### src/sv/i2cm_pkg.sv
// Package for the I2C master transfer sequencer: item types, phase enum and codes.
// No dependencies; imported by every module of the block.
`timescale 1ns / 1ps
`default_nettype none

package i2cm_pkg;

    // Commands carried by an input item
    localparam logic CMD_BEGIN     = 1'b0;
    localparam logic CMD_BYTE_DONE = 1'b1;

    // Bus actions
    localparam logic [2:0] ACT_NONE    = 3'd0;
    localparam logic [2:0] ACT_START   = 3'd1;
    localparam logic [2:0] ACT_RSTART  = 3'd2;
    localparam logic [2:0] ACT_SEND    = 3'd3;
    localparam logic [2:0] ACT_RX_ACK  = 3'd4;
    localparam logic [2:0] ACT_RX_NACK = 3'd5;
    localparam logic [2:0] ACT_STOP    = 3'd6;

    // Transfer status
    localparam logic [2:0] ST_OK       = 3'd0;
    localparam logic [2:0] ST_BUSY     = 3'd1;
    localparam logic [2:0] ST_ARB      = 3'd2;
    localparam logic [2:0] ST_NAK      = 3'd3;
    localparam logic [2:0] ST_ADDR_NAK = 3'd4;

    // Reset value of the bit-rate divider code
    localparam logic [5:0] CLK_DIV_RESET = 6'd21;

    typedef enum logic [2:0] {
        PH_IDLE   = 3'd0,
        PH_ADDR   = 3'd1,
        PH_REG    = 3'd2,
        PH_RSTART = 3'd3,
        PH_WRITE  = 3'd4,
        PH_READ   = 3'd5
    } t_phase;

    typedef struct packed {
        logic        command;
        logic [6:0]  slave_address;
        logic        read_transfer;
        logic [31:0] register_address;
        logic [2:0]  register_address_bytes;
        logic [8:0]  byte_count;
        logic [7:0]  tx_byte;
        logic [7:0]  rx_byte;
        logic        nak_seen;
        logic        arbitration_lost;
        logic        bus_busy;
    } t_in_item;

    typedef struct packed {
        logic [2:0] bus_action;
        logic [7:0] bus_byte;
        logic       read_valid;
        logic [7:0] read_byte;
        logic       done_res;
        logic [2:0] status;
    } t_out_item;

endpackage

`default_nettype wire

### src/sv/i2cm_in_stage.sv
// Input register of the sequencer: holds one accepted item until the core takes it.
// Depends on i2cm_pkg.
`timescale 1ns / 1ps
`default_nettype none

module i2cm_in_stage
    import i2cm_pkg::*;
(
    input  wire logic     i_clk,
    input  wire logic     i_rst_n,
    input  wire logic     i_valid,
    output logic          o_ready,
    input  wire t_in_item i_item,
    output logic          o_valid,
    input  wire logic     i_take,
    output t_in_item      o_item
);

    logic     r_valid;
    t_in_item r_item;

    // Free when empty or when the held item leaves this cycle
    assign o_ready = !r_valid || i_take;
    assign o_valid = r_valid;
    assign o_item  = r_item;

    always_ff @(posedge i_clk) begin
        if (!i_rst_n) begin
            r_valid <= 1'b0;
        end else if (o_ready) begin
            r_valid <= i_valid;
        end
    end

    // Payload, no reset
    always_ff @(posedge i_clk) begin
        if (o_ready && i_valid) begin
            r_item <= i_item;
        end
    end

endmodule

`default_nettype wire

### src/sv/i2cm_core.sv
// Transfer state and the per-item step logic of the sequencer.
// Depends on i2cm_pkg.
`timescale 1ns / 1ps
`default_nettype none

module i2cm_core
    import i2cm_pkg::*;
#(
    parameter int MAX_TRANSFER_BYTES = 256,
    parameter int MAX_REGISTER_BYTES = 4
) (
    input  wire logic     i_clk,
    input  wire logic     i_rst_n,
    input  wire logic     i_step,
    input  wire t_in_item i_item,
    output t_out_item     o_result
);

    localparam int CW = $clog2(MAX_TRANSFER_BYTES + 1);

    t_phase      r_phase, n_phase;
    logic [6:0]  r_target_address, n_target_address;
    logic        r_reading, n_reading;
    logic [31:0] r_register_shift, n_register_shift;
    logic [2:0]  r_reg_left, n_reg_left;
    logic [CW-1:0] r_data_left, n_data_left;

    logic [2:0]    reg_sat;
    logic [CW-1:0] cnt_sat;
    logic [CW-1:0] read_left;
    logic [2:0]    reg_next;
    logic          go_data;

    // Saturated begin fields
    always_comb begin
        if ({29'd0, i_item.register_address_bytes} > 32'(MAX_REGISTER_BYTES)) begin
            reg_sat = 3'(MAX_REGISTER_BYTES);
        end else begin
            reg_sat = i_item.register_address_bytes;
        end
        if ({23'd0, i_item.byte_count} > 32'(MAX_TRANSFER_BYTES)) begin
            cnt_sat = CW'(MAX_TRANSFER_BYTES);
        end else begin
            cnt_sat = CW'(i_item.byte_count);
        end
    end

    assign read_left = (r_data_left != '0) ? r_data_left - CW'(1) : '0;
    assign reg_next  = r_reg_left - 3'd1;

    // Step logic: next state and the result of one item
    always_comb begin
        n_phase          = r_phase;
        n_target_address = r_target_address;
        n_reading        = r_reading;
        n_register_shift = r_register_shift;
        n_reg_left       = r_reg_left;
        n_data_left      = r_data_left;
        o_result         = '0;
        go_data          = 1'b0;

        if (i_item.command == CMD_BEGIN) begin
            if (r_phase != PH_IDLE) begin
                o_result.bus_action = ACT_NONE;
            end else if (i_item.bus_busy) begin
                o_result.done_res = 1'b1;
                o_result.status   = ST_BUSY;
            end else begin
                n_target_address    = i_item.slave_address;
                n_reading           = i_item.read_transfer;
                n_register_shift    = i_item.register_address;
                n_reg_left          = reg_sat;
                n_data_left         = cnt_sat;
                n_phase             = PH_ADDR;
                o_result.bus_action = ACT_START;
                o_result.bus_byte   = {i_item.slave_address,
                                       i_item.read_transfer && (reg_sat == 3'd0)};
            end
        end else if (r_phase == PH_IDLE) begin
            o_result.bus_action = ACT_NONE;
        end else if (r_phase == PH_READ) begin
            // Master drives the ACK, so no error check here
            n_data_left         = read_left;
            o_result.read_valid = 1'b1;
            o_result.read_byte  = i_item.rx_byte;
            if (read_left == '0) begin
                n_phase             = PH_IDLE;
                o_result.bus_action = ACT_STOP;
                o_result.done_res   = 1'b1;
                o_result.status     = ST_OK;
            end else begin
                o_result.bus_action = (read_left == CW'(1)) ? ACT_RX_NACK : ACT_RX_ACK;
            end
        end else if (i_item.arbitration_lost || i_item.nak_seen) begin
            // Arbitration lost wins over NAK
            n_phase             = PH_IDLE;
            n_reg_left          = 3'd0;
            n_data_left         = '0;
            o_result.bus_action = ACT_STOP;
            o_result.done_res   = 1'b1;
            if (i_item.arbitration_lost) begin
                o_result.status = ST_ARB;
            end else if (r_phase == PH_RSTART) begin
                o_result.status = ST_ADDR_NAK;
            end else begin
                o_result.status = ST_NAK;
            end
        end else if (r_phase == PH_ADDR || r_phase == PH_REG) begin
            if (r_reg_left != 3'd0) begin
                // Register bytes, most significant first
                n_reg_left          = reg_next;
                n_phase             = PH_REG;
                o_result.bus_action = ACT_SEND;
                case (reg_next[1:0])
                    2'd0:    o_result.bus_byte = r_register_shift[7:0];
                    2'd1:    o_result.bus_byte = r_register_shift[15:8];
                    2'd2:    o_result.bus_byte = r_register_shift[23:16];
                    2'd3:    o_result.bus_byte = r_register_shift[31:24];
                    default: o_result.bus_byte = 8'd0;
                endcase
            end else if (r_phase == PH_REG && r_reading) begin
                n_phase             = PH_RSTART;
                o_result.bus_action = ACT_RSTART;
                o_result.bus_byte   = {r_target_address, 1'b1};
            end else begin
                go_data = 1'b1;
            end
        end else if (r_phase == PH_RSTART) begin
            go_data = 1'b1;
        end else if (r_phase == PH_WRITE) begin
            if (r_data_left != '0) begin
                n_data_left         = r_data_left - CW'(1);
                o_result.bus_action = ACT_SEND;
                o_result.bus_byte   = i_item.tx_byte;
            end else begin
                n_phase             = PH_IDLE;
                o_result.bus_action = ACT_STOP;
                o_result.done_res   = 1'b1;
                o_result.status     = ST_OK;
            end
        end else begin
            n_phase = PH_IDLE;
        end

        // Entry to the data phase after address and register bytes
        if (go_data) begin
            if (r_data_left == '0) begin
                n_phase             = PH_IDLE;
                o_result.bus_action = ACT_STOP;
                o_result.done_res   = 1'b1;
                o_result.status     = ST_OK;
            end else if (r_reading) begin
                n_phase             = PH_READ;
                o_result.bus_action = (r_data_left == CW'(1)) ? ACT_RX_NACK : ACT_RX_ACK;
            end else begin
                n_data_left         = r_data_left - CW'(1);
                n_phase             = PH_WRITE;
                o_result.bus_action = ACT_SEND;
                o_result.bus_byte   = i_item.tx_byte;
            end
        end
    end

    // Transfer state registers
    always_ff @(posedge i_clk) begin
        if (!i_rst_n) begin
            r_phase          <= PH_IDLE;
            r_target_address <= 7'd0;
            r_reading        <= 1'b0;
            r_register_shift <= 32'd0;
            r_reg_left       <= 3'd0;
            r_data_left      <= '0;
        end else if (i_step) begin
            r_phase          <= n_phase;
            r_target_address <= n_target_address;
            r_reading        <= n_reading;
            r_register_shift <= n_register_shift;
            r_reg_left       <= n_reg_left;
            r_data_left      <= n_data_left;
        end
    end

endmodule

`default_nettype wire

### src/sv/i2cm_out_stage.sv
// Result register of the sequencer: holds one result item until it is taken.
// Depends on i2cm_pkg.
`timescale 1ns / 1ps
`default_nettype none

module i2cm_out_stage
    import i2cm_pkg::*;
(
    input  wire logic      i_clk,
    input  wire logic      i_rst_n,
    input  wire logic      i_valid,
    output logic           o_ready,
    input  wire t_out_item i_item,
    output logic           o_valid,
    input  wire logic      i_ready,
    output t_out_item      o_item
);

    logic      r_valid;
    t_out_item r_item;

    // Free when empty or when the held result is taken this cycle
    assign o_ready = !r_valid || i_ready;
    assign o_valid = r_valid;
    assign o_item  = r_item;

    always_ff @(posedge i_clk) begin
        if (!i_rst_n) begin
            r_valid <= 1'b0;
        end else if (o_ready) begin
            r_valid <= i_valid;
        end
    end

    always_ff @(posedge i_clk) begin
        if (o_ready && i_valid) begin
            r_item <= i_item;
        end
    end

endmodule

`default_nettype wire

### src/sv/i2c_master_transfer_sequencer.sv
// I2C master transfer sequencer, top level: input register, step logic, result register.
// An accepted item waits in the input register until the result register is free.
// Throughput: one item per cycle; a result held by a stalled output stops the input register.
// Reset (synchronous, active low): sequencer idle, both stages empty, divider code 21.
// Depends on i2cm_pkg, i2cm_in_stage, i2cm_core and i2cm_out_stage.
`timescale 1ns / 1ps
`default_nettype none

module i2c_master_transfer_sequencer
    import i2cm_pkg::*;
#(
    parameter int MAX_TRANSFER_BYTES = 256,
    parameter int MAX_REGISTER_BYTES = 4
) (
    input  wire logic        i_clk,
    input  wire logic        i_rst_n,
    // Configuration
    input  wire logic        i_cfg_wr_en,
    input  wire logic [5:0]  i_cfg_wr_data,
    // Input items
    input  wire logic        i_in_valid,
    output logic             o_in_ready,
    input  wire logic        i_command,
    input  wire logic [6:0]  i_slave_address,
    input  wire logic        i_read_transfer,
    input  wire logic [31:0] i_register_address,
    input  wire logic [2:0]  i_register_address_bytes,
    input  wire logic [8:0]  i_byte_count,
    input  wire logic [7:0]  i_tx_byte,
    input  wire logic [7:0]  i_rx_byte,
    input  wire logic        i_nak_seen,
    input  wire logic        i_arbitration_lost,
    input  wire logic        i_bus_busy,
    // Result items
    output logic             o_out_valid,
    input  wire logic        i_out_ready,
    output logic [2:0]       o_bus_action,
    output logic [7:0]       o_bus_byte,
    output logic             o_read_valid,
    output logic [7:0]       o_read_byte,
    output logic             o_done_res,
    output logic [2:0]       o_status
);

    t_in_item  in_item, held_item;
    t_out_item step_result, out_item;
    logic      held_valid;
    logic      out_free;
    logic      step;

    // Divider code for the bus timing logic; held only
    logic [5:0] r_clock_divider_code;

    always_ff @(posedge i_clk) begin
        if (!i_rst_n) begin
            r_clock_divider_code <= CLK_DIV_RESET;
        end else if (i_cfg_wr_en) begin
            r_clock_divider_code <= i_cfg_wr_data;
        end
    end

    assign in_item = '{
        command:                i_command,
        slave_address:          i_slave_address,
        read_transfer:          i_read_transfer,
        register_address:       i_register_address,
        register_address_bytes: i_register_address_bytes,
        byte_count:             i_byte_count,
        tx_byte:                i_tx_byte,
        rx_byte:                i_rx_byte,
        nak_seen:               i_nak_seen,
        arbitration_lost:       i_arbitration_lost,
        bus_busy:               i_bus_busy
    };

    // Held item is stepped when the result register can take its result
    assign step = held_valid && out_free;

    i2cm_in_stage u_in_stage (
        .i_clk   (i_clk),
        .i_rst_n (i_rst_n),
        .i_valid (i_in_valid),
        .o_ready (o_in_ready),
        .i_item  (in_item),
        .o_valid (held_valid),
        .i_take  (out_free),
        .o_item  (held_item)
    );

    i2cm_core #(
        .MAX_TRANSFER_BYTES (MAX_TRANSFER_BYTES),
        .MAX_REGISTER_BYTES (MAX_REGISTER_BYTES)
    ) u_core (
        .i_clk    (i_clk),
        .i_rst_n  (i_rst_n),
        .i_step   (step),
        .i_item   (held_item),
        .o_result (step_result)
    );

    i2cm_out_stage u_out_stage (
        .i_clk   (i_clk),
        .i_rst_n (i_rst_n),
        .i_valid (held_valid),
        .o_ready (out_free),
        .i_item  (step_result),
        .o_valid (o_out_valid),
        .i_ready (i_out_ready),
        .o_item  (out_item)
    );

    assign o_bus_action = out_item.bus_action;
    assign o_bus_byte   = out_item.bus_byte;
    assign o_read_valid = out_item.read_valid;
    assign o_read_byte  = out_item.read_byte;
    assign o_done_res   = out_item.done_res;
    assign o_status     = out_item.status;

endmodule

`default_nettype wire
### config.mk
export PLATFORM = sky130hd
export DESIGN_NAME = i2c_master_transfer_sequencer
export DESIGN_NICKNAME = d
export VERILOG_FILES = /design/src/sv/i2cm_pkg.sv /design/src/sv/i2cm_in_stage.sv /design/src/sv/i2cm_core.sv /design/src/sv/i2cm_out_stage.sv /design/src/sv/i2c_master_transfer_sequencer.sv
export SDC_FILE = /design/constraint.sdc
export NUM_CORES = 1
export LEC_CHECK = 0
export BUFFER_PORTS_ARGS = -buffer_cell sky130_fd_sc_hd__buf_2
export CAP_MARGIN = 20
export CORE_MARGIN = 10
export CORE_UTILIZATION = 50
export DETAILED_ROUTE_END_ITERATION = 7
export PLACE_DENSITY = 0.72
export SLEW_MARGIN = 20
export SYNTH_ARGS = -nofsm -noshare
export SYNTH_HDL_FRONTEND = slang
export SYNTH_SLANG_ARGS = --single-unit
### constraint.sdc
create_clock -name i_clk -period 3.9 [get_ports i_clk]
set_clock_uncertainty 0.1 [all_clocks]
set_input_delay 0.39 -clock i_clk [delete_from_list [all_inputs] [get_ports i_clk]]
set_output_delay 0.39 -clock i_clk [all_outputs]
set_load 0.05 [all_outputs]
==> flow_metrics.tcl <==
set metrics [dict create \
    outcome "finished clean" \
    antenna_found_initial 0 \
    fp.dieW_um 136 \
    yosysWarnings 0 \
    ctsResizeCount 0 \
    cts_hold_buf 0 \
    portBuffers 101 \
    worstRegToRegCells 7 \
    synth_area_um2 6780 \
    area_growth_pct 17.7 \
    cp.arrival_ps 3020 \
    synth_fp_nets 714 \
    placed_cell_area_um2 7380 \
    clk_pin_slew_ps 60 \
    cp_max_fo 11 \
    clkLatencyLatePin_ps 420 \
    worst_pin_slew_ps 1040 \
    final_common_cell "nand2_1" \
    dieArea_um2 18600 \
    p_per_area_nw_per_um2 481 \
    placementRows 42 \
    cts_buffers 17 \
    ys_ff_latch 153 \
    synth_flop_cell "edfxtp_1" \
    grt_usage_pct 18.6 \
    dp_hpwl_um 12100 \
    finalHoldViolCount 0 \
    relSlewSlack_pct 30.2 \
    post-cts-setup-buffers 0 \
    dpl.cell_count 865 \
    setup_viol 0 \
    gr-total-overflow 0 \
    syn_avg_cell_area_um2 10.9 \
    fin_area_um2 7980 \
    final_cell_mix "nand2_1 (106), buf_2 (101), edfxtp_1 (96)" \
    drt-initial-drc-count 567 \
    gp_congestion 0.940 \
    drv_cap 0 \
    final_nets 799 \
    htreeDepth 4 \
    drc 0 \
    irDropWorstVdd_mv 0.492 \
    wl_per_cell_um 19.0 \
    cts_tree "yes" \
    routed_via_density 5.82 \
    grt_pass1_wl_um 27000 \
    num_vias 5208 \
    fin_setup_tns_ps 0 \
    critPathTopFamily "simple AND/OR/NAND/NOR gates" \
    detail-route-antenna-nets 0 \
    r2r-start "u_core.r_data_left[0]$_SDFFE_PN0P_" \
    path_class "reg -> reg" \
    hold_depth 1 \
    cp-start-kind "flop" \
    end_kind "flop" \
    rr_endpoint "u_out_stage.o_item[3]$_DFFE_PP_" \
    crit_path_top_delay_cell "nor3b_2" \
    drt_wl_total_um 17000 \
    min_from "i_byte_count[2]" \
    worst_ep_required_time_ps 4030 \
    fmax_ghz 0.346 \
    rsz0062_at_grt "no" \
    crit_buf_inv 1 \
    grt_pass1_vias 5114 \
    cp_cell_sequence "inv_1 -> ha_1 -> nor3b_2 -> nand2b_1 -> a221oi_2 -> mux2i_1 -> o211ai_1" \
    num_antenna_cells 0 \
    instances_no_fill 895 \
    critical-path-max-stage-delay_ps 690 \
    fillers 1113 \
    async_flop_share_pct 0 \
    grt_max_degree 41 \
    drv_slew 0 \
    io_pins 109 \
    dr.pass1.iters 6 \
    initial_utilization_pct 51.2 \
    min_path_type "in -> reg" \
    p_leak_nw 2.88 \
    coreArea_um2 13200 \
    timing.hold.ws_ps 40.1 \
    syn_inst 623 \
    holdPathEnd "u_in_stage.o_item[21]$_DFFE_PP_" \
    cts-root-buf "clkbuf_16" \
    layout-drive-gt1-share_pct 21.7 \
    synth_edf_count 96 \
    die_h_um 136 \
    yosysSeqAreaShare_pct 59.3 \
    rrSetupSlack_ps 1010 \
    min_period_ps 2890 \
    clock-sinks 153 \
    ys_types 75 \
    clock_path_buffers 2 \
    finalCritPeriodShare_pct 74.1 \
]
-- cells by family (layout without fill, tap and decap cells) --
family                     after synthesis  count (layout)  synth area share, %
and+or+nand+nor                        216             216                 16.1
buffers and inverters                   60             156                 3.82
xor gates and xnor gates                 1               1                0.129
adders and majority gates                8               8                 1.48
DFF                                    153             153                 59.3
muxes                                   14              14                 2.16
AOI/OAI and AO/OA                      171             171                 16.9
-- area by class of cell --
type / count / area, µm² / area share [%]
clock inverters: 9 / 139 / 1.74
well taps: 176 / 220 / 2.76
multi-input cells: 410 / 2510 / 31.4
repair buffers: 110 / 573 / 7.18
flip-flops and latches: 153 / 4020 / 50.4
inverters: 16 / 60.1 / 0.752
clock buffers: 21 / 462 / 5.78
-- cell usage after synthesis (all sizes together) (3+ instances only) --
cell | instances | area, µm²
a211oi | 4 | 30.0
a21o | 3 | 22.5
a21oi | 63 | 315
a221o | 8 | 80.1
a221oi | 3 | 32.5
a222oi | 8 | 80.1
a22oi | 3 | 22.5
a311o | 3 | 30.0
a311oi | 4 | 35.0
a31oi | 8 | 50.1
and2 | 12 | 75.1
buf | 17 | 97.6
clkbuf | 27 | 101
dfxtp | 57 | 1140
edfxtp | 96 | 2880
ha | 8 | 100
inv | 15 | 56.3
mux2i | 12 | 120
nand2 | 106 | 398
nand2b | 6 | 37.5
nand3 | 8 | 40.0
nand3b | 3 | 22.5
nand4 | 6 | 37.5
nor2 | 26 | 119
nor2b | 5 | 31.3
nor3 | 11 | 76.3
nor3b | 4 | 35.0
nor4 | 5 | 31.3
nor4b | 5 | 43.8
o211ai | 6 | 45.0
o21a | 3 | 30.0
o21ai | 31 | 155
o221ai | 3 | 43.8
o31ai | 5 | 37.5
or2 | 3 | 18.8
or3 | 7 | 48.8
or3b | 3 | 26.3
-- through the flow --
step | util (%) | power, mW | setup slack [ps]
3_3_place_gp | 55.8 | 2.20 | 1050
2_1_floorplan | - | 2.09 | 518
5_1_grt | 60.3 | 3.98 | 783
6_report | 60.3 | 3.84 | 1010
3_5_place_dp | 55.8 | 2.21 | 1050
4_1_cts | 60.3 | 3.87 | 1060
-- per-layer routing --
metal	vias to the layer above	wire (µm)	part of all wire (%)	track usage (%)
met2	225	8180	48	29.0
li1	2491	-	-	-
met3	37	1350	7.9	5.98
met1	2455	7060	42	23.2
met4	0	411	2.4	8.17
met5	-	0	0	0
-- power by group --
part / switching [mW] / internal, mW
registers: 0.0459 / 1.80
clock network: 0.620 / 1.04
logic: 0.220 / 0.112
total: 0.886 / 2.95
-- registers in the layout, summed over array words and instances (netlist names) --
signal                   cells
u_in_stage.o_valid           1
u_out_stage.o_valid          1
u_core.r_register_shift     32
u_core.r_reg_left            3
u_in_stage.o_item           72
u_core.r_phase               3
u_core.r_data_left           9
u_core.r_reading             1
u_core.r_target_address      7
u_out_stage.o_item          24
-- worst max-delay path by stage --
stage	startpoint	to	slack [ps]	cells after the start
after floorplan	u_out_stage.o_valid$_SDFFE_PN0P_	u_in_stage.o_item[0]$_DFFE_PP_	520	3
after global placement	u_core.r_data_left[0]$_SDFFE_PN0P_	u_out_stage.o_item[3]$_DFFE_PP_	1050	7
after detailed placement	u_core.r_reg_left[0]$_SDFFE_PN0P_	u_core.r_data_left[6]$_SDFFE_PN0P_	1050	8
after CTS	u_core.r_reg_left[0]$_SDFFE_PN0P_	u_core.r_data_left[6]$_SDFFE_PN0P_	1060	8
after global routing	u_core.r_reg_left[0]$_SDFFE_PN0P_	u_core.r_data_left[6]$_SDFFE_PN0P_	780	8
final	u_core.r_data_left[0]$_SDFFE_PN0P_	u_out_stage.o_item[3]$_DFFE_PP_	1010	7
-- worst reg2reg max path, delay by kind of cell (launching register included) --
kind	cells	cell delay, ps
and+or+nand+nor	2	870
AOI/OAI and AO/OA	2	690
DFF	1	410
adders and majority gates	1	380
muxes	1	130
buffers and inverters	1	120
(Power assumes the default switching activity.)
